File: src/rtl/core/tcw_pkg.sv
`default_nettype none
package tcw_pkg;

  localparam int COLUMNS    = 80;
  localparam int ROWS       = 25;
  localparam int CELL_COUNT = ROWS * COLUMNS;
  localparam int BOTTOM     = (ROWS - 1) * COLUMNS;

  localparam int ADDR_W   = $clog2(CELL_COUNT);
  localparam int COL_W    = $clog2(COLUMNS);
  localparam int ROW_W    = $clog2(ROWS + 1);
  localparam int CURSOR_W = 11;
  localparam int CHAR_W   = 8;
  localparam int ATTR_W   = 8;
  localparam int CELL_W   = CHAR_W + ATTR_W;
  localparam int MODE_W   = 2;
  localparam int ROWSEL_W = 5;
  localparam int COLSEL_W = 7;

  localparam logic [CHAR_W-1:0] NEWLINE_CODE = 8'd10;
  localparam logic [ATTR_W-1:0] ATTR_RESET   = 8'd7;

  localparam logic [MODE_W-1:0] MODE_PUT   = 2'd0;
  localparam logic [MODE_W-1:0] MODE_READ  = 2'd1;
  localparam logic [MODE_W-1:0] MODE_CLEAR = 2'd2;

  localparam logic [0:0] REG_TEXT_ATTR = 1'b0;

  typedef enum logic [2:0] {
    ST_INIT,
    ST_IDLE,
    ST_READ,
    ST_CLEAR,
    ST_COPY,
    ST_BLANK,
    ST_RESP
  } state_t;

  typedef struct packed {
    logic              rd_en;
    logic [ADDR_W-1:0] rd_addr;
    logic              wr_en;
    logic [ADDR_W-1:0] wr_addr;
    logic [CELL_W-1:0] wr_data;
  } mem_req_t;

  typedef struct packed {
    logic                scrolled;
    logic [CURSOR_W-1:0] cursor_index;
    logic [ATTR_W-1:0]   cell_attr;
    logic [CHAR_W-1:0]   cell_char;
  } result_t;

endpackage
`default_nettype wire

File: src/rtl/core/tcw_engine.sv
`default_nettype none
module tcw_engine (
  input  wire logic                        clk,
  input  wire logic                        rst,
  input  wire logic                        in_valid,
  output logic                             in_ready,
  input  wire logic [tcw_pkg::MODE_W-1:0]   in_mode,
  input  wire logic [tcw_pkg::CHAR_W-1:0]   in_char,
  input  wire logic [tcw_pkg::ROWSEL_W-1:0] in_row,
  input  wire logic [tcw_pkg::COLSEL_W-1:0] in_col,
  input  wire logic [tcw_pkg::ATTR_W-1:0]   text_attr,
  input  wire logic                        res_room,
  output logic                             res_push,
  output tcw_pkg::result_t                 res,
  output tcw_pkg::mem_req_t                mem_req,
  input  wire logic [tcw_pkg::CELL_W-1:0]   mem_rdata
);

  localparam int AW = tcw_pkg::ADDR_W;
  localparam int CW = tcw_pkg::CURSOR_W;
  localparam int RW = tcw_pkg::ROW_W;
  localparam int LW = tcw_pkg::COL_W;

  tcw_pkg::state_t  state, state_next;
  logic [AW-1:0]    sweep, sweep_next;
  logic [RW-1:0]    cur_row, cur_row_next;
  logic [LW-1:0]    cur_col, cur_col_next;
  logic [CW-1:0]    cur_lin, cur_lin_next;
  logic             pend_put, pend_put_next;
  logic [tcw_pkg::CELL_W-1:0] pend_cell, pend_cell_next;
  tcw_pkg::result_t res_next;
  logic             take;

  always_ff @(posedge clk) begin
    if (rst) begin
      state   <= tcw_pkg::ST_INIT;
      sweep   <= '0;
      cur_row <= '0;
      cur_col <= '0;
      cur_lin <= '0;
    end else begin
      state   <= state_next;
      sweep   <= sweep_next;
      cur_row <= cur_row_next;
      cur_col <= cur_col_next;
      cur_lin <= cur_lin_next;
    end
  end

  always_ff @(posedge clk) begin
    pend_put  <= pend_put_next;
    pend_cell <= pend_cell_next;
    res       <= res_next;
  end

  always_comb begin
    state_next     = state;
    sweep_next     = sweep;
    cur_row_next   = cur_row;
    cur_col_next   = cur_col;
    cur_lin_next   = cur_lin;
    pend_put_next  = pend_put;
    pend_cell_next = pend_cell;
    res_next       = res;
    mem_req        = '0;
    res_push       = 1'b0;
    in_ready       = 1'b0;
    take           = 1'b0;

    unique case (state)
      tcw_pkg::ST_INIT, tcw_pkg::ST_CLEAR: begin
        mem_req.wr_en   = 1'b1;
        mem_req.wr_addr = sweep;
        if (sweep == AW'(tcw_pkg::CELL_COUNT - 1)) begin
          sweep_next = '0;
          state_next = (state == tcw_pkg::ST_INIT) ? tcw_pkg::ST_IDLE : tcw_pkg::ST_RESP;
        end else begin
          sweep_next = sweep + 1'b1;
        end
      end

      tcw_pkg::ST_IDLE, tcw_pkg::ST_RESP: begin
        in_ready = (state == tcw_pkg::ST_IDLE) || res_room;
        res_push = (state == tcw_pkg::ST_RESP) && res_room;
        take     = in_valid && in_ready;
        if (res_push) begin
          state_next = tcw_pkg::ST_IDLE;
        end
        if (take) begin
          res_next   = '0;
          state_next = tcw_pkg::ST_RESP;
          case (in_mode)
            tcw_pkg::MODE_PUT: begin
              if (in_char == tcw_pkg::NEWLINE_CODE) begin
                if (cur_row >= RW'(tcw_pkg::ROWS - 1)) begin
                  state_next        = tcw_pkg::ST_COPY;
                  sweep_next        = '0;
                  pend_put_next     = 1'b0;
                  cur_row_next      = RW'(tcw_pkg::ROWS - 1);
                  cur_col_next      = '0;
                  cur_lin_next      = CW'(tcw_pkg::BOTTOM);
                  res_next.scrolled = 1'b1;
                end else begin
                  cur_row_next = cur_row + 1'b1;
                  cur_col_next = '0;
                  cur_lin_next = cur_lin - CW'(cur_col) + CW'(tcw_pkg::COLUMNS);
                end
              end else if (in_char != '0) begin
                if (cur_row == RW'(tcw_pkg::ROWS)) begin
                  state_next        = tcw_pkg::ST_COPY;
                  sweep_next        = '0;
                  pend_put_next     = 1'b1;
                  pend_cell_next    = {text_attr, in_char};
                  cur_row_next      = RW'(tcw_pkg::ROWS - 1);
                  cur_col_next      = LW'(1);
                  cur_lin_next      = CW'(tcw_pkg::BOTTOM + 1);
                  res_next.scrolled = 1'b1;
                end else begin
                  mem_req.wr_en   = 1'b1;
                  mem_req.wr_addr = AW'(cur_lin);
                  mem_req.wr_data = {text_attr, in_char};
                  cur_lin_next    = cur_lin + 1'b1;
                  if (cur_col == LW'(tcw_pkg::COLUMNS - 1)) begin
                    cur_col_next = '0;
                    cur_row_next = cur_row + 1'b1;
                  end else begin
                    cur_col_next = cur_col + 1'b1;
                  end
                end
              end
            end
            tcw_pkg::MODE_READ: begin
              if ((32'(in_row) < tcw_pkg::ROWS) && (32'(in_col) < tcw_pkg::COLUMNS)) begin
                mem_req.rd_en   = 1'b1;
                mem_req.rd_addr = AW'(32'(in_row) * tcw_pkg::COLUMNS + 32'(in_col));
                state_next      = tcw_pkg::ST_READ;
              end
            end
            tcw_pkg::MODE_CLEAR: begin
              state_next   = tcw_pkg::ST_CLEAR;
              sweep_next   = '0;
              cur_row_next = '0;
              cur_col_next = '0;
              cur_lin_next = '0;
            end
            default: begin
            end
          endcase
          res_next.cursor_index = cur_lin_next;
        end
      end

      tcw_pkg::ST_READ: begin
        res_next.cell_char = mem_rdata[tcw_pkg::CHAR_W-1:0];
        res_next.cell_attr = mem_rdata[tcw_pkg::CELL_W-1:tcw_pkg::CHAR_W];
        state_next         = tcw_pkg::ST_RESP;
      end

      tcw_pkg::ST_COPY: begin
        if (sweep != AW'(tcw_pkg::BOTTOM)) begin
          mem_req.rd_en   = 1'b1;
          mem_req.rd_addr = sweep + AW'(tcw_pkg::COLUMNS);
        end
        if (sweep != '0) begin
          mem_req.wr_en   = 1'b1;
          mem_req.wr_addr = sweep - 1'b1;
          mem_req.wr_data = mem_rdata;
        end
        if (sweep == AW'(tcw_pkg::BOTTOM)) begin
          state_next = tcw_pkg::ST_BLANK;
        end else begin
          sweep_next = sweep + 1'b1;
        end
      end

      tcw_pkg::ST_BLANK: begin
        mem_req.wr_en   = 1'b1;
        mem_req.wr_addr = sweep;
        if (pend_put && (sweep == AW'(tcw_pkg::BOTTOM))) begin
          mem_req.wr_data = pend_cell;
        end
        if (sweep == AW'(tcw_pkg::CELL_COUNT - 1)) begin
          sweep_next = '0;
          state_next = tcw_pkg::ST_RESP;
        end else begin
          sweep_next = sweep + 1'b1;
        end
      end

      default: begin
        state_next = tcw_pkg::ST_INIT;
        sweep_next = '0;
      end
    endcase
  end

  a_cursor_consistent: assert property (@(posedge clk) disable iff (rst)
    cur_lin == CW'(32'(cur_row) * tcw_pkg::COLUMNS + 32'(cur_col)))
    else $error("linear cursor disagrees with row and column");

  a_past_end_col_zero: assert property (@(posedge clk) disable iff (rst)
    (cur_row == RW'(tcw_pkg::ROWS)) |-> (cur_col == '0))
    else $error("cursor past last cell with nonzero column");

  a_no_same_cell: assert property (@(posedge clk) disable iff (rst)
    (mem_req.wr_en && mem_req.rd_en) |-> (mem_req.wr_addr != mem_req.rd_addr))
    else $error("read and write of the same cell in one cycle");

  a_push_room: assert property (@(posedge clk) disable iff (rst)
    res_push |-> res_room)
    else $error("result pushed without room");

  a_clear_starts: assert property (@(posedge clk) disable iff (rst)
    (take && (in_mode == tcw_pkg::MODE_CLEAR)) |=> (state == tcw_pkg::ST_CLEAR && sweep == '0))
    else $error("clear request did not start the sweep");

endmodule
`default_nettype wire

File: config.mk
export PLATFORM = sky130hd
export DESIGN_NAME = tcw_engine
export DESIGN_NICKNAME = d
export VERILOG_FILES = /design/src/rtl/core/tcw_pkg.sv /design/src/rtl/core/tcw_engine.sv
export SDC_FILE = /design/constraint.sdc
export NUM_CORES = 1
export LEC_CHECK = 0
export CORE_UTILIZATION = 50
export DETAILED_ROUTE_END_ITERATION = 8
export DONT_BUFFER_PORTS = 1
export PLACE_DENSITY = 0.68
export REMOVE_ABC_BUFFERS = 1
export SLEW_MARGIN = 0
export SYNTH_ARGS = -nofsm -noshare
export SYNTH_HDL_FRONTEND = slang
export SYNTH_SLANG_ARGS = --single-unit
File: constraint.sdc
create_clock -name clk -period 2.35 [get_ports clk]
set_input_delay 0.3525 -clock clk [delete_from_list [all_inputs] [get_ports clk]]
set_output_delay 0.3525 -clock clk [all_outputs]
set_load 0.01 [all_outputs]
# After elaboration in Yosys (flattened, before gate mapping)
# Cells that the tools add are included.
[op_classes]
bitwise_logic = 2
n_eq_ne = 27
n_mux = 63
add_sub_neg = 9
n_mul = 1
n_reduce_logical = 24
n_lt_le_gt_ge = 3
[ops]
columns = ["operator", "count"]
rows = [
  ["$mux W28", 5],
  ["$mux W11", 11],
  ["$pmux W16 S3", 1],
  ["$pmux W11 S2", 2],
  ["$pmux W11 S4", 1],
  ["$mux W40", 1],
  ["$mux W12", 3],
  ["$pmux W12 S3", 1],
  ["$mux W16", 2],
  ["$pmux W16 S2", 1],
  ["$mux W7", 4],
  ["$mux W5", 5],
  ["$mux W3", 8],
  ["$pmux W12 S2", 1],
  ["$add A11 B1 Y11 const B", 2],
  ["$add A11 B7 Y11 const B", 2],
  ["$eq A11 B11 Y1 const B", 2],
  ["$ne A4 B4 Y1 const B", 4],
  ["$pmux W3 S5", 1],
  ["$pmux W7 S2", 1],
  ["$reduce_and A6 Y1", 2],
  ["$add A11 B7 Y11", 1],
  ["$ne A11 B11 Y1 const B", 1],
  ["$reduce_bool A11 Y1", 1],
  ["other kinds (37)", 66],
]
[word_totals]
input_bits = 50
register_bits = 82
out_inout_bits = 70
elab_cells = 140

# Logic depth before layout (Yosys ltp)
[depth]
depth_word = 7
mapped_depth = 12
depth_no_buf = 12

# Worst setup path before layout
# OpenSTA, ideal clock, no wires.
[synth_timing]
kind = "flip-flop to flip-flop"
from = "register state[2]"
to = "register pend_cell[0] (netlist name), enable pin"
n_path_buf = 1
required_time_ns = 1.962
t_arrival_ns = 2.011
path_stages_with_launch = 7
synth_period_minus_slack_ns = 2.399
path_slack_ns = -0.049
setup_ns = 0.388
path_cell_list = "dfxtp_1 -> buf_2 -> nor3b_1 -> o21ai_1 -> inv_1 -> nand3_1 -> nor2_1"
[synth_between]
elab_chain_len = 4
elab_cells_between_ends = 6
cone_classes = "2 x eq/ne; 4 x reduce/logical"
[synth_lines]
columns = ["item", "line", "text"]
rows = [
  ["start, declared", "tcw_engine.sv:24", "tcw_pkg::state_t state, state_next;"],
  ["start signal, assigned", "tcw_engine.sv:36", "state <= tcw_pkg::ST_INIT;"],
  ["start signal, assigned", "tcw_engine.sv:42", "state <= state_next;"],
  ["$eq A3 B1 Y1", "tcw_engine.sv:70, tcw_engine.sv:83", ""],
  ["$logic_or A1 B1 Y1", "tcw_engine.sv:83", "in_ready = (state == tcw_pkg::ST_IDLE) || res_room;"],
  ["$logic_and A1 B1 Y1", "tcw_engine.sv:85", "take = in_valid && in_ready;"],
  ["$reduce_and A6 Y1 (no line) *", "--", ""],
  ["end signal, assigned", "tcw_engine.sv:52", "pend_cell <= pend_cell_next;"],
  ["end, declared", "tcw_engine.sv:30", "logic [tcw_pkg::CELL_W-1:0] pend_cell, pend_cell_next;"],
]
# Every way passes the cells marked *; elsewhere a longest branch is shown, timed or not.
# A chain may end at the register's enable or synchronous reset.

==> out/results.ini <==
[run_status]
status = finished, violations left
violations = negative setup slack

[detailed_routing]
viasPerCell = 6.36
drc = 0
ant_nets = 0
dr.pass1.iters = 5
wire_per_inst_um = 20.4
postRouteWirelength_um = 20000
drtIter0Drc = 676
via_count = 6246

[floorplanning]
start_util_pct = 51.9
dieArea_um2 = 13000
core_area_um2 = 12100
die_h_um = 114
die_w_um = 114
io_pins = 120
rows = 40

[sta]
slew_headroom_pct = 47.4
fin_crit_sh_pct = 116
layout_setup_ws_ps = -381
max_freq_mhz = 366
hold_viol_final = 0
min_period_ps = 2730
holdWs_ps = 48.0
setup_viol = 29
rsz0062_at_grt = yes
report.final.slew_viol_count = 0
tns_ps = -8060
worst_slew_pin_slew_ps = 781
fin_skew_ps = 9.92

[cells_and_area]
multi_input_area_um2 = 4180
diodes = 0
nets = 903
register_area_um2 = 2100
fill_cells = 1009
final_cell_mix = 99 x buf_4, 68 x nand2_1, 52 x nor2_1
final_layout_size_suffix_gt1_share_pct = 27.6
final_common_cell = buf_4
area_growth_pct = 24.9

[clock_tree]
clkSlewWorstSetupHoldPaths_ps = 70
tritoncts = built
cts_sinks = 82
cts_hold_buf = 0
cts_buffers = 9
clkLatencyLatePin_ps = 360
htree_levels = 3
clock_path_buffers = 2
root_buffer = clkbuf_16

[worst_setup_path]
crit_type = flip-flop to output port
cp_cell_sequence = inv_2 > ha_4 > or3b_4 > o31a_1 > buf_12 > buf_4 > a222oi_1 > inv_1
slowest_delay_ps = 370
slowest_stage = or3b_4
endpoint_kind = output port
critical_path_arrival_ps = 2380
cp-start-kind = flip-flop
required_ps = 2000
path_max_fanout = 4

[logic_synthesis]
ys.flop_type = edfxtp_1
synth-seq-cells = 82
syn_area_um2 = 6280
postSynthCellCount = 731
synth_edf_count = 45
yosysSeqAreaShare_pct = 33.3
yosys_warnings = 0
synth.area.top_cells = edfxtp_1 22%, dfxtp_1 12%, ha_1 8.2%
yosys.area.top_type = edfxtp_1
ys_types = 88
async_reset_ff_share_pct = 0
synth_top_area_share_pct = 21.5
syn_avg_cell_area_um2 = 8.60

[global_routing]
grt_pass1_wl_um = 30400
grtUsageTotal_pct = 30.2
grt_start_max_net_pins = 26
grt_pass1_vias = 5979
antenna_found_initial = 0
grt_overflow = 0

[pwr]
finalPower_mw = 3.26
pwr-share-clk_pct = 41.9
power.internal_mw = 2.41
p_switching_uw = 848
leakagePower_nw = 3.08
combPwrFrac_pct = 11.8
seqPwrFrac_pct = 46.3
ir_drop_mv = 0.327
powerDensity_nw_per_um2 = 416
p_sw_share_pct = 26.0

[placement]
gp_congestion = 0.921
dp_hpwl_um = 14600
portBuffers = 0

[hold_path]
hp-class = input port to flip-flop

[flow_run]
maxCapViolations = 0

==> worst max-delay path, delay by kind of cell (launching register included) <==
family | cells | cell delay (ps)
AO/OA/AOI/OAI | 2 | 680
flip-flops | 1 | 340
adder cells (fa/ha/maj) | 1 | 120
buffers and inverters | 4 | 510
AND/OR/NAND/NOR | 1 | 370
==> metal layers <==
metal	track usage [%]	share of wire, %
met4	11.0	3.2
met5	0	0
met1	37.9	40
met3	5.61	8.5
met2	51.9	49
==> path summary, 6_finish.rpt <==
| check | startpoint | to | slack [ps] | cells after the start |
|---|---|---|---|---|
| max | sweep[0]$_SDFFE_PP0P_ | mem_req[0] | -380 | 8 |
| min | rst | state[1]$_SDFFE_PP0P_ | 50 | 1 |
| max reg2reg | cur_col[1]$_SDFFE_PP0P_ | res[25]$_DFFE_PP_ | 0 | 11 |
| min reg2reg | cur_row[1]$_SDFFE_PP0P_ | cur_row[1]$_SDFFE_PP0P_ | 470 | 2 |
==> registers in the layout, indices dropped and copies added (netlist names) <==
register   count
cur_row        5
sweep         11
state          3
cur_lin       11
res           28
pend_put       1
pend_cell     16
cur_col        7
==> final cells by class <==
class,instances,share of cell area (%)
multi-input combinational,550,53.3
sequential,82,26.7
timing repair buffer,107,10.9
clock buffer,9,2.87
inverter,59,2.82
tap,168,2.68
clock inverter,7,0.686
==> logic make-up (layout without fill, tap and decap cells) <==
group,after synthesis,after routing,synth area share [%]
adders and majority gates,44,44,9.12
and+or+nand+nor,286,286,24.1
muxes,7,7,1.23
AOI/OAI and AO/OA,178,178,19.9
xor gates and xnor gates,35,35,4.88
buffers and inverters,99,182,7.47
DFF,82,82,33.3
==> cells in the mapped netlist, types with 4 or more instances <==
cell type,number
nand3_1,24
o21ai_0,37
o32ai_1,5
o31ai_1,4
or3_1,8
nand2b_1,5
a21o_1,11
mux2i_1,4
clkbuf_8,4
nand4_1,15
a221o_1,4
a31oi_1,5
ha_1,41
and2_1,20
o22ai_1,7
o211ai_1,8
and3_1,5
nor3_1,34
nor2b_1,5
xnor2_1,26
a21oi_1,36
a211oi_1,5
nor2_1,54
clkbuf_1,21
dfxtp_1,37
a222oi_1,16
xor2_1,9
nor4_1,11
nor3b_1,4
buf_2,7
edfxtp_1,45
nand2_1,70
inv_1,59
o2111ai_1,4
==> power by group through the flow <==
stage / sequential, mW / combinational, mW / clock [mW]
CTS: 1.51 / 0.341 / 1.37
global route: 1.51 / 0.410 / 1.43
global placement: 1.54 / 0.263 / 0
floorplan: 1.54 / 0.174 / 0
detailed placement: 1.54 / 0.276 / 0
finish: 1.51 / 0.383 / 1.37
==> through the flow <==
stage / instance area, um2 / setup slack, ps / utilization, % / std cells
floorplan: 6040 / -800 / - / 691
global placement: 6940 / -73.9 / 57.3 / 949
detailed placement: 6940 / -201 / 57.3 / 949
CTS: 7530 / -418 / 62.2 / 978
global route: 7850 / -445 / 64.8 / 982
finish: 7850 / -381 / 64.8 / 982
==> timing repair <==
| action | in CTS | in global routing |
|---|---|---|
| cloned | 2 | 0 |
| hold endpoints to repair | 0 | 0 |
| endpoints found under the setup margin | 48 | 66 |
| buffers inserted | 12 | 6 |
| pin swaps | 19 | 38 |
| gates resized for setup | 56 | 64 |
Power figures use the tool's default switching activity.
