<file path="config.mk">
export PLATFORM = sky130hd
export DESIGN_NAME = tcw_apb_regs
export DESIGN_NICKNAME = d
export VERILOG_FILES = /design/src/rtl/core/tcw_pkg.sv /design/src/rtl/core/tcw_apb_regs.sv
export SDC_FILE = /design/constraint.sdc
export NUM_CORES = 1
export LEC_CHECK = 0
export BUFFER_PORTS_ARGS = -buffer_cell sky130_fd_sc_hd__buf_4
export CAP_MARGIN = 20
export CORE_ASPECT_RATIO = 1.4
export CORE_MARGIN = 4
export CORE_UTILIZATION = 31
export DETAILED_ROUTE_END_ITERATION = 16
export PLACE_DENSITY = 0.8
export SLEW_MARGIN = 30
export SYNTH_ARGS = -nofsm -noshare
export SYNTH_HDL_FRONTEND = slang
export SYNTH_SLANG_ARGS = --single-unit
</file>
<file path="constraint.sdc">
create_clock -name clk -period 0.9 [get_ports clk]
set_input_delay 0.135 -clock clk [delete_from_list [all_inputs] [get_ports clk]]
set_output_delay 0.135 -clock clk [all_outputs]
set_load 0.02 [all_outputs]
</file>
<file path="src/rtl/core/tcw_pkg.sv">
`default_nettype none
package tcw_pkg;

  localparam int COLUMNS    = 80;
  localparam int ROWS       = 25;
  localparam int CELL_COUNT = ROWS * COLUMNS;
  localparam int BOTTOM     = (ROWS - 1) * COLUMNS;

  localparam int ADDR_W   = $clog2(CELL_COUNT);
  localparam int COL_W    = $clog2(COLUMNS);
  localparam int ROW_W    = $clog2(ROWS + 1);
  localparam int CURSOR_W = 11;
  localparam int CHAR_W   = 8;
  localparam int ATTR_W   = 8;
  localparam int CELL_W   = CHAR_W + ATTR_W;
  localparam int MODE_W   = 2;
  localparam int ROWSEL_W = 5;
  localparam int COLSEL_W = 7;

  localparam logic [CHAR_W-1:0] NEWLINE_CODE = 8'd10;
  localparam logic [ATTR_W-1:0] ATTR_RESET   = 8'd7;

  localparam logic [MODE_W-1:0] MODE_PUT   = 2'd0;
  localparam logic [MODE_W-1:0] MODE_READ  = 2'd1;
  localparam logic [MODE_W-1:0] MODE_CLEAR = 2'd2;

  localparam logic [0:0] REG_TEXT_ATTR = 1'b0;

  typedef enum logic [2:0] {
    ST_INIT,
    ST_IDLE,
    ST_READ,
    ST_CLEAR,
    ST_COPY,
    ST_BLANK,
    ST_RESP
  } state_t;

  typedef struct packed {
    logic              rd_en;
    logic [ADDR_W-1:0] rd_addr;
    logic              wr_en;
    logic [ADDR_W-1:0] wr_addr;
    logic [CELL_W-1:0] wr_data;
  } mem_req_t;

  typedef struct packed {
    logic                scrolled;
    logic [CURSOR_W-1:0] cursor_index;
    logic [ATTR_W-1:0]   cell_attr;
    logic [CHAR_W-1:0]   cell_char;
  } result_t;

endpackage
`default_nettype wire

</file>
<file path="src/rtl/core/tcw_apb_regs.sv">
`default_nettype none
module tcw_apb_regs (
  input  wire logic                      clk,
  input  wire logic                      rst,
  input  wire logic                      psel,
  input  wire logic                      penable,
  input  wire logic                      pwrite,
  input  wire logic [2:0]                paddr,
  input  wire logic [31:0]               pwdata,
  output logic      [31:0]               prdata,
  output logic                           pready,
  output logic      [tcw_pkg::ATTR_W-1:0] text_attr
);

  logic wr_hit;

  assign pready = 1'b1;
  assign wr_hit = psel && penable && pwrite && pready && (paddr[2] == tcw_pkg::REG_TEXT_ATTR);

  always_ff @(posedge clk) begin
    if (rst) begin
      text_attr <= tcw_pkg::ATTR_RESET;
    end else if (wr_hit) begin
      text_attr <= pwdata[tcw_pkg::ATTR_W-1:0];
    end
  end

  always_comb begin
    prdata = '0;
    if (paddr[2] == tcw_pkg::REG_TEXT_ATTR) begin
      prdata = {{(32 - tcw_pkg::ATTR_W){1'b0}}, text_attr};
    end
  end

endmodule
`default_nettype wire

</file>
### Yosys cells after proc, flatten, opt, wreduce, memory -nomap -nowiden

Index checks and enable logic that the tools add are counted.

| operators by class | value |
|---|---|
| muxes and demuxes | 1 |
| bitwise gates (word level) | 1 |
| reduce and logical (&&, ||, !) cells | 3 |

Operators by type and width:

| operator | count |
|---|---|
| $mux 8 | 1 |
| $logic_and 1x1->1 | 3 |
| $not 1->1 | 1 |

| word-level totals | value |
|---|---|
| input bits | 40 |
| register bits after elaboration | 8 |
| output and inout port bits | 41 |
| logic and storage cells | 6 |

### Logic depth before layout (Yosys ltp)

Gate-level depths: netlist (run 1).

| depth | value |
|---|---|
| word-level depth | 3 |
| mapped depth | 3 |
| depth with buffers taken out | 2 |

### Worst setup path before layout (run 1)

No wires, ideal clock.

| path | value |
|---|---|
| path type | reg2out |
| start point | reg text_attr[3] (netlist bit) |
| end point | out prdata[3] |
| arrival time | 0.667 ns |
| buffers on the path | 0 |
| setup slack | 0.098 ns |
| required time | 0.765 ns |
| stages on the path, launching flop included | 2 |
| cells stage by stage | dfxtp_1 -> and2b_2 |

| between the ends | value |
|---|---|
| cells in the longest elaborated chain, start to end | 1 |

RTL lines:

| element | line | source |
|---|---|---|
| start: declaration | tcw_apb_regs.sv:12 | `output logic [tcw_pkg::ATTR_W-1:0] text_attr` |
| start signal: assignment | tcw_apb_regs.sv:22 | `text_attr <= tcw_pkg::ATTR_RESET;` |
| start signal: assignment | tcw_apb_regs.sv:24 | `text_attr <= pwdata[tcw_pkg::ATTR_W-1:0];` |
| $mux 8 | tcw_apb_regs.sv:30 | `if (paddr[2] == tcw_pkg::REG_TEXT_ATTR) begin` |
| end: declaration | tcw_apb_regs.sv:10 | `output logic [31:0] prdata,` |

Every way passes these cells.

### Worst setup path in the final report (run 1)

| path | value |
|---|---|
| start point | reg text_attr[1] (netlist bit) |
| end point | out prdata[1] |

Same word-level chain as after synthesis.

==> results of run 1 <==
[cells in the mapped netlist]
cell / instances / area [um2]
nor2_1: 6 / 22.5
and4b_1: 1 / 10.0
conb_1: 2 / 7.51
dfxtp_1: 8 / 160
buf_6: 1 / 11.3
mux2i_1: 8 / 80.1
buf_4: 25 / 188
nand2b_1: 10 / 62.6
and2b_2: 8 / 70.1
clkbuf_1: 1 / 3.75
[how the worst max path moves through the flow]
stage | start | to | slack, ns | cells after the start
2_1_floorplan | text_attr[3]$_SDFFE_PP0P_ | prdata[3] | 0.1 | 1
3_3_place_gp | paddr[2] | text_attr[0]$_SDFFE_PP1P_ | -0.02 | 4
3_5_place_dp | paddr[2] | text_attr[2]$_SDFFE_PP1P_ | -0.06 | 4
4_1_cts | text_attr[1]$_SDFFE_PP1P_ | prdata[1] | -0.14 | 2
5_1_grt | text_attr[0]$_SDFFE_PP1P_ | prdata[0] | -0.16 | 2
6_report | text_attr[1]$_SDFFE_PP1P_ | prdata[1] | -0.12 | 2
[power by group]
part | switching [mW] | total, mW | internal [mW]
combinational | 0.170 | 0.296 | 0.126
sequential | 0.00464 | 0.368 | 0.364
clock | 0.118 | 0.270 | 0.152
[tightest hold or removal path, stage by stage]
cell      delay, ns
buf_4          0.11
nand2b_1       0.06
mux2i_1        0.06
[repair_timing]
action,in CTS,in global routing
resized for setup,31,2
setup endpoints to repair,13,16
setup buffers,9,4
hold endpoints to repair,0,0
[cell type report]
cell class,count,area [um2]
fillers,158,831
repair buffers,44,437
multi-input cells,58,339
flip-flops and latches,8,170
well taps,20,25.0
clock buffers,3,22.5
[stage by stage]
stage,util [%],area (um2),instances,setup TNS [ns],hold WS (ns)
6_report,54.5,993,133,-1.15,0.144
4_1_cts,52.4,956,129,-1.37,0.135
5_1_grt,54.5,993,133,-1.62,0.145
3_5_place_dp,42.2,769,117,-0.329,0.414
3_3_place_gp,42.2,769,117,-0.130,0.395
2_1_floorplan,-,702,93,0,0.290
[layout by cell type (no fill, tap or decap)]
master | netlist | layout
and2b_2 | 8 | 8
and4b_1 | 1 | 1
buf_12 | 0 | 1
buf_4 | 25 | 18
buf_6 | 1 | 25
clkbuf_4 | 0 | 3
conb_1 | 2 | 25
dfxtp_2 | 0 | 8
mux2i_1 | 8 | 8
nand2b_1 | 10 | 10
nor2_1 | 6 | 6
[cells by family after synthesis]
logic type | share of synthesized area [%]
other | 1.22
DFF | 26.0
and+or+nand+nor | 26.8
muxes | 13.0
buffers and inverters | 32.9
[metal layers]
layer  up-vias  wire [um]
met5         -          0
met4         0          0
met3         0        257
li1        255          -
met1       220        476
met2        49        683
==> results by group, run 1 <==
Setup path
  • Reg2reg setup slack: approximately 0.030 ns
  • Kind of end point of the critical path: output port
  • Critical path cell sequence: and2b_2, buf_6
  • Required @ worst endpoint: ~0.76 ns
  • CP startpoint kind: flop
  • Buffers and inverters on the worst path: 1
  • FF-to-FF Start: text_attr[3]$_SDFFE_PP0P_
  • Crit path max-delay cell type: dfxtp_2
  • Top fanout value on the critical path: 2
  • Worst R2R End: text_attr[3]$_SDFFE_PP0P_
  • Top delay family on crit path: flip-flops
  • Worst EP arrival: roughly 0.89 ns
  • Worst setup path class: reg -> out
  • CP peak stage delay: around 0.32 ns
  • Worst-case reg-to-reg path depth: 5

CTS
  • Post-CTS Hold Buffers: 0
  • Clk pin slew, worst setup/hold paths: around 0.050 ns
  • Clk Latency, worst-skew pair: roughly 0.25 ns
  • CTS buffer count: 3
  • CTS tree: built
  • Longest Clk Path Bufs: 2
  • H-tree depth: 1
  • Clock tree sinks: 8
  • Root buffer cell: clkbuf_4

Cells and area
  • NumNets Final: about 160
  • Top Registers: text_attr x8
  • Area grow syn2layout: 61.4%
  • ANT cells: 0
  • Largest Register: text_attr
  • Share of post-route cells with drive strength above 1: 55.8%
  • Largest register FFs: 8

Placement
  • Placement Setup Slack: -0.0622 ns
  • Placer congestion estimate: roughly 0.6
  • Port-buffer cells: 29
  • DPL Wire Length: between 1000 and 1500 um

Pwr
  • PwrDens: between 900 and 1000 nW/um2
  • P_leak: between 0.4 and 0.5 nW
  • Peak supply drop: roughly 0.00063 V
  • Power Total: a little over 900 uW

Worst hold path
  • Hold Crit Depth: 3
  • Hold Path End: text_attr[4]$_SDFFE_PP0P_
  • HP Start: pwdata[4]
  • Worst hold path class: in -> reg

Detailed routing
  • Vias per cell: 3.94
  • DRT Pass-1 Iters: 2
  • DR DRC count: 0
  • Number of routed nets with antenna violations: 0
  • Iter 0 DRT Violations: 1
  • Routed WL per cell: around 11 um
  • DR vias: ~520
  • Routed wire length: around 1400 um

GRT
  • Met2 Track Usage GR: between 15 and 20%
  • Busiest grt layer: met2
  • Global Route met1 Usage: between 10% and 20%
  • GR Util met3: under 10%
  • Largest net degree at the start of global routing: 17
  • Initial antenna violation count: 0
  • First-pass GRT wire length: between 1500 and 2000 um
  • Number of global-route vias before repair: about 470
  • Grt ovf: 0
  • All-Layer GR Usage: a little over 10%

Timing
  • Period utilization: 113%
  • Fmax: around 980 MHz
  • Final setup vio count: 16
  • Slew Limit Fails: 0
  • Post-layout min period: 1.02 ns
  • Worst Clk Skew: 0 ns
  • Endpoints failing hold: 0
  • Setup slack after layout: -0.121 ns
  • RSZ-0062 raised after global routing: true

Floorplanning
  • Die height: 60.7 um
  • I/O pins: slightly above 80
  • Std-Cell Rows: 18
  • Placeable Area: 1820 um2
  • Total die area: about 2800 um2
  • Die Wd: roughly 46 um
  • Initial Util: approximately a third

Run status
  • Violated checks: setup timing
  • Outcome: finished, violations left

Synthesis
  • Synthesis-stage register bit count: 8
  • Gate Count Post-Synth: 70
  • Yosys cell types: 10
  • Cell Area, Synth: a little over 600 um2
  • Ys Warns: 0
  • Mean area per synthesized cell: about 8.8 um2
  • Sequential area share after synthesis: a little over a quarter

Job
  • Maxcap violations: 0
No activity file was read; power rests on OpenSTA's default activity.
==> run 2, diff against run 1 <==
- CAP_MARGIN: 20 -> not set
- SKIP_LAST_GASP: not set -> 1
==> results by group, run 2 (synthesis gave the netlist of run 1 again) <==
Setup path
  • Required @ worst endpoint: 0.76 ns (about the same)
  • Critical path cell sequence: and2b_2, buf_6
  • CP startpoint kind: flop
  • Top fanout value on the critical path: 2 (unchanged)
  • FF-to-FF Start: text_attr[3]$_SDFFE_PP0P_
  • Reg2reg setup slack: 0.02 ns (about the same)
  • Worst-case reg-to-reg path depth: 5 (unchanged)
  • Crit path launch: text_attr[1]$_SDFFE_PP1P_
  • Kind of end point of the critical path: output port
  • CP peak stage delay: 0.32 ns (about the same)
  • Worst EP arrival: 0.89 ns (about the same)
  • Crit path max-delay cell type: dfxtp_2
  • Worst setup path class: reg -> out

GRT
  • Number of global-route vias before repair: 451 (-3.2%)
  • First-pass GRT wire length: 1900 um (-3.2%)
  • All-Layer GR Usage: 9.86% (-0.24 points)
  • Largest net degree at the start of global routing: 17 (unchanged)
  • Initial antenna violation count: 0 (unchanged)
  • Grt ovf: 0 (unchanged)

Cells and area
  • Final instance area: 990 um2 (-0.38%)
  • Share of post-route cells with drive strength above 1: 55.8% (unchanged)
  • Commonest non-fill, non-tap cell in the layout: conb_1
  • Top Registers: text_attr x8
  • Largest register FFs: 8 (unchanged)
  • Final non-filler cell total: 133 (unchanged)
  • Largest Register: text_attr
  • Area grow syn2layout: 60.8%
  • NumNets Final: 155 (unchanged)
  • ANT cells: 0 (unchanged)
  • Most frequent cells in the layout: conb_1, buf_6, buf_4, nand2b_1
  • Finished Core Util: 54.3% (-0.21 points)

Timing
  • RSZ-0062 raised after global routing: true
  • Worst Clk Skew: 0 ns (unchanged)
  • Period utilization: 113% (about the same)
  • Post-layout min period: 1.02 ns (+0.000110 ns)
  • Endpoints failing hold: 0 (unchanged)
  • Final setup vio count: 16 (unchanged)
  • Setup slack after layout: -0.121 ns (-0.000110 ns)
  • Setup_tns: -1.15 ns (+0.000510 ns)
  • Slew Limit Fails: 0 (unchanged)
  • WHS: 0.144 ns (-0.00000400 ns)
  • Fmax: 979 MHz (about the same)

Detailed routing
  • Routed WL per cell: 10.6 um (-0.78%)
  • Iter 0 DRT Violations: 1 (unchanged)
  • DR vias: 526 (+0.38%)
  • DR DRC count: 0 (unchanged)
  • Routed wire length: 1410 um (-0.78%)
  • Number of routed nets with antenna violations: 0 (unchanged)
  • Vias per cell: 3.95 (+0.38%)
  • DRT Pass-1 Iters: 2 (unchanged)

Placement
  • Dpl cells: 117 (unchanged)
  • DPL Wire Length: 1040 um (unchanged)
  • Placer congestion estimate: 0.601 (unchanged)
  • Dpl cell area: 769 um2 (unchanged)
  • Port-buffer cells: 29 (unchanged)

CTS
  • Clk Latency, worst-skew pair: 0.25 ns (about the same)
  • CTS tree: built
  • Longest Clk Path Bufs: 2 (unchanged)
  • Root buffer cell: clkbuf_4
  • Clock tree sinks: 8 (unchanged)
  • Clk pin slew, worst setup/hold paths: 0.05 ns (about the same)
  • CTS buffer count: 3 (unchanged)
  • H-tree depth: 1 (unchanged)

Run status
  • Outcome: finished, violations left
  • Violated checks: setup timing

Worst hold path
  • Hold Crit Depth: 3 (unchanged)
  • HP Start: pwdata[4]
  • Worst hold path class: in -> reg

Floorplanning
  • Std-Cell Rows: 18 (unchanged)
  • I/O pins: 81 (unchanged)
  • Total die area: 2770 um2 (unchanged)
  • Die Wd: 45.7 um (unchanged)
  • Die height: 60.7 um (unchanged)
  • Initial Util: 33.7% (unchanged)
  • Placeable Area: 1820 um2 (unchanged)

Job
  • Maxcap violations: 0 (unchanged)

Pwr
  • P_leak: 0.498 nW (-0.15%)
  • Peak supply drop: 0.000622 V (-0.83%)
  • PwrDens: 943 nW/um2 (+0.29%)
-- run 2: cell types whose count changed in the layout (fill, tap and decap cells not counted) --
cell	before	now
buf_4	18	19
buf_6	25	24
-- run 2: final timing paths --
path,endpoint
worst max-delay path,prdata[1]
worst min register to register,text_attr[4]$_SDFFE_PP0P_
worst min-delay path,text_attr[4]$_SDFFE_PP0P_
worst max register to register,text_attr[3]$_SDFFE_PP0P_
-- run 2: layout make-up --
type / count / area [um2]
well taps: 20 / 25.0
clock buffers: 3 / 22.5
repair buffers: 44 / 433
multi-input cells: 58 / 339
flip-flops and latches: 8 / 170
fillers: 157 / 835
-- run 2: routing by layer --
| metal | global-route usage, % | routed length, um | vias up |
|---|---|---|---|
| met1 | 10.6 | 475 | 222 |
| met2 | 17.4 | 680 | 49 |
| li1 | - | - | 255 |
| met4 | 5.02 | 0 | 0 |
| met5 | 0 | 0 | - |
| met3 | 2.37 | 251 | 0 |
-- run 2: where the power goes --
part,switching (mW),internal (mW),total [mW]
combinational,0.170,0.125,0.295
sequential,0.00458,0.364,0.368
clock,0.118,0.152,0.270
total,0.292,0.642,0.934
-- run 2: repair_timing --
item / CTS / global route
endpoints found under the setup margin: 13 / 16
gates resized for setup: 25 / 7
hold buffers: 0 / 0
buffers inserted: 9 / 4
-- run 2: metrics by stage --
stage / setup WS (ns) / total power, mW
3_5_place_dp: -0.0622 / 0.629
5_1_grt: -0.156 / 0.987
6_report: -0.121 / 0.934
2_1_floorplan: 0.0981 / 0.622
4_1_cts: -0.135 / 0.940
3_3_place_gp: -0.0192 / 0.624
-- run 2: critical path: cells and delay by family, from the launching register on --
family / cells / cell delay, ns
AND/OR/NAND/NOR: 1 / 0.19
buffers and inverters: 1 / 0.13
flip-flops: 1 / 0.32
==> run 3, diff against run 2 <==
--- a/config.mk
+++ b/config.mk
@@ -7,5 +7,5 @@
 export LEC_CHECK = 0
 export BUFFER_PORTS_ARGS = -buffer_cell sky130_fd_sc_hd__buf_4
-export CORE_ASPECT_RATIO = 1.4
+export CORE_ASPECT_RATIO = 0.9
 export CORE_MARGIN = 4
 export CORE_UTILIZATION = 31
==> constraint.sdc (replaced) <==
create_clock -name clk -period 0.9 [get_ports clk]
set_input_delay 0 -clock clk [delete_from_list [all_inputs] [get_ports clk]]
set_output_delay 0 -clock clk [all_outputs]
set_load 0.02 [all_outputs]
==> results by group, run 3 (synthesis gave the netlist of run 1 again) <==
Setup path
  • CP peak stage delay: 0.32 ns (about the same)
  • Required @ worst endpoint: 0.90 ns (+0.14 ns)
  • CP startpoint kind: flop
  • Critical path cell sequence: and2b_2, buf_6
  • Worst-case reg-to-reg path depth: 3 (-2)
  • Crit path max-delay cell type: dfxtp_2
  • Worst setup path class: reg -> out
  • Crit path launch: text_attr[1]$_SDFFE_PP1P_
  • Kind of end point of the critical path: output port
  • Top fanout value on the critical path: 3 (+1)
  • FF-to-FF Start: text_attr[3]$_SDFFE_PP0P_
  • Worst EP arrival: 0.89 ns (about the same)

Run status
  • Outcome: complete, no violations

Cells and area
  • ANT cells: 0 (unchanged)
  • Area grow syn2layout: 36.6%
  • Largest Register: text_attr
  • Top Registers: text_attr x8
  • Share of post-route cells with drive strength above 1: 51.0% (-4.8 points)
  • Final instance area: 841 um2 (-15%)
  • Finished Core Util: 44.4% (-9.9 points)
  • Final non-filler cell total: 127 (-4.5%)
  • Largest register FFs: 8 (unchanged)
  • NumNets Final: 144 (-7.1%)
  • Most frequent cells in the layout: conb_1, buf_4, nand2b_1

Timing
  • Period utilization: 98.7% (-15 points)
  • WHS: 0.00604 ns (-0.138 ns)
  • Endpoints failing hold: 0 (unchanged)
  • Setup_tns: 0 ns (+1.15 ns)
  • Setup slack after layout: 0.0113 ns (+0.132 ns)
  • RSZ-0062 raised after global routing: true
  • Final setup vio count: 0 (-16)
  • Worst Clk Skew: 0 ns (unchanged)
  • Slew Limit Fails: 0 (unchanged)
  • Fmax: 1130 MHz (+15%)
  • Post-layout min period: 0.889 ns (-0.132 ns)

GRT
  • Largest net degree at the start of global routing: 17 (unchanged)
  • First-pass GRT wire length: 1880 um (-1.5%)
  • Number of global-route vias before repair: 422 (-6.4%)
  • Initial antenna violation count: 0 (unchanged)
  • Grt ovf: 0 (unchanged)
  • All-Layer GR Usage: 9.59% (-0.28 points)

Detailed routing
  • DRT Pass-1 Iters: 2 (unchanged)
  • Iter 0 DRT Violations: 2 (+1)
  • Routed wire length: 1260 um (-11%)
  • Routed WL per cell: 9.89 um (-6.5%)
  • Number of routed nets with antenna violations: 0 (unchanged)
  • Vias per cell: 3.74 (-5.4%)
  • DR vias: 475 (-9.7%)
  • DR DRC count: 0 (unchanged)

CTS
  • CTS buffer count: 3 (unchanged)
  • Clk Latency, worst-skew pair: 0.25 ns (about the same)
  • Root buffer cell: clkbuf_4
  • H-tree depth: 1 (unchanged)
  • Longest Clk Path Bufs: 2 (unchanged)
  • Post-CTS Hold Buffers: 0 (unchanged)
  • Clock tree sinks: 8 (unchanged)
  • Clk pin slew, worst setup/hold paths: 0.06 ns (about the same)
  • CTS tree: built

Worst hold path
  • Hold Crit Depth: 3 (unchanged)
  • HP Start: pwdata[2]
  • Worst hold path class: in -> reg

Placement
  • Dpl cell area: 771 um2 (+0.16%)
  • Placer congestion estimate: 0.630 (+4.9%)
  • Dpl cells: 123 (+5.1%)
  • DPL Wire Length: 1020 um (-1.9%)
  • Placement Setup Slack: 0.0830 ns (+0.145 ns)
  • Port-buffer cells: 29 (unchanged)

Floorplanning
  • Placeable Area: 1900 um2 (+3.9%)
  • Std-Cell Rows: 15 (-3)
  • Die height: 50.3 um (-17%)
  • Die Wd: 55.0 um (+20%)
  • I/O pins: 81 (unchanged)
  • Initial Util: 32.5% (-1.3 points)
  • Total die area: 2760 um2 (-0.33%)

Pwr
  • Sw frac: 32.1% (+0.77 points)
  • Internal power: 617 uW (-3.7%)
  • PwrDens: 1080 nW/um2 (+15%)
  • Power Total: 909 uW (-2.7%)
  • Reg power frac: 40.5% (+1.1 points)
  • Sw Pwr: 291 uW (-0.24%)
  • P_leak: 0.425 nW (-15%)
  • Clock Power Share: 30.5% (+1.6 points)
  • Peak supply drop: 0.000606 V (-2.6%)
  • Combinational power share: 28.9% (-2.7 points)

Job
  • Maxcap violations: 0 (unchanged)
run 3: cell count changes in the layout (fill, tap and decap cells not counted):
cell    before  now
buf_12       1    0
buf_4       19   25
buf_6       24    8
run 3: routing by layer:
| metal | track usage, % | part of all wire [%] | up-vias |
|---|---|---|---|
| li1 | - | - | 234 |
| met1 | 9.71 | 35 | 214 |
| met2 | 16.3 | 53 | 27 |
| met3 | 4.75 | 12 | 0 |
| met4 | 3.64 | 0 | 0 |
| met5 | 0 | 0 | - |
run 3: critical path: cells and delay by family, from the launching register on:
kind | cells | cell delay [ns]
DFF | 1 | 0.32
and+or+nand+nor | 1 | 0.19
buffers and inverters | 1 | 0.13
run 3: final timing paths:
check,slack [ns],endpoint
worst max-delay path,0.01,prdata[1]
worst min-delay path,0.006,text_attr[2]$_SDFFE_PP1P_
worst max register to register,0.23,text_attr[3]$_SDFFE_PP0P_
worst min register to register,0.47,text_attr[6]$_SDFFE_PP0P_
run 3: cell type report:
cell class | instances | area (um2)
tap | 25 | 31.3
multi-input combinational | 58 | 339
timing repair buffer | 33 | 278
clock buffer | 3 | 22.5
sequential | 8 | 170
fill | 192 | 1050
run 3: timing repair:
item                                   CTS  global route
setup endpoints to repair                8             8
cloned                                   0             0
gates resized for setup                 16             0
buffers inserted                         0             1
endpoints found under the hold margin    0             0
run 3: power by group through the flow:
stage          clock network (mW)  registers [mW]  logic (mW)
2_1_floorplan                   0           0.384       0.237
3_3_place_gp                    0           0.375       0.248
3_5_place_dp                    0           0.375       0.251
4_1_cts                     0.283           0.369       0.261
5_1_grt                     0.315           0.370       0.284
6_report                    0.277           0.368       0.263
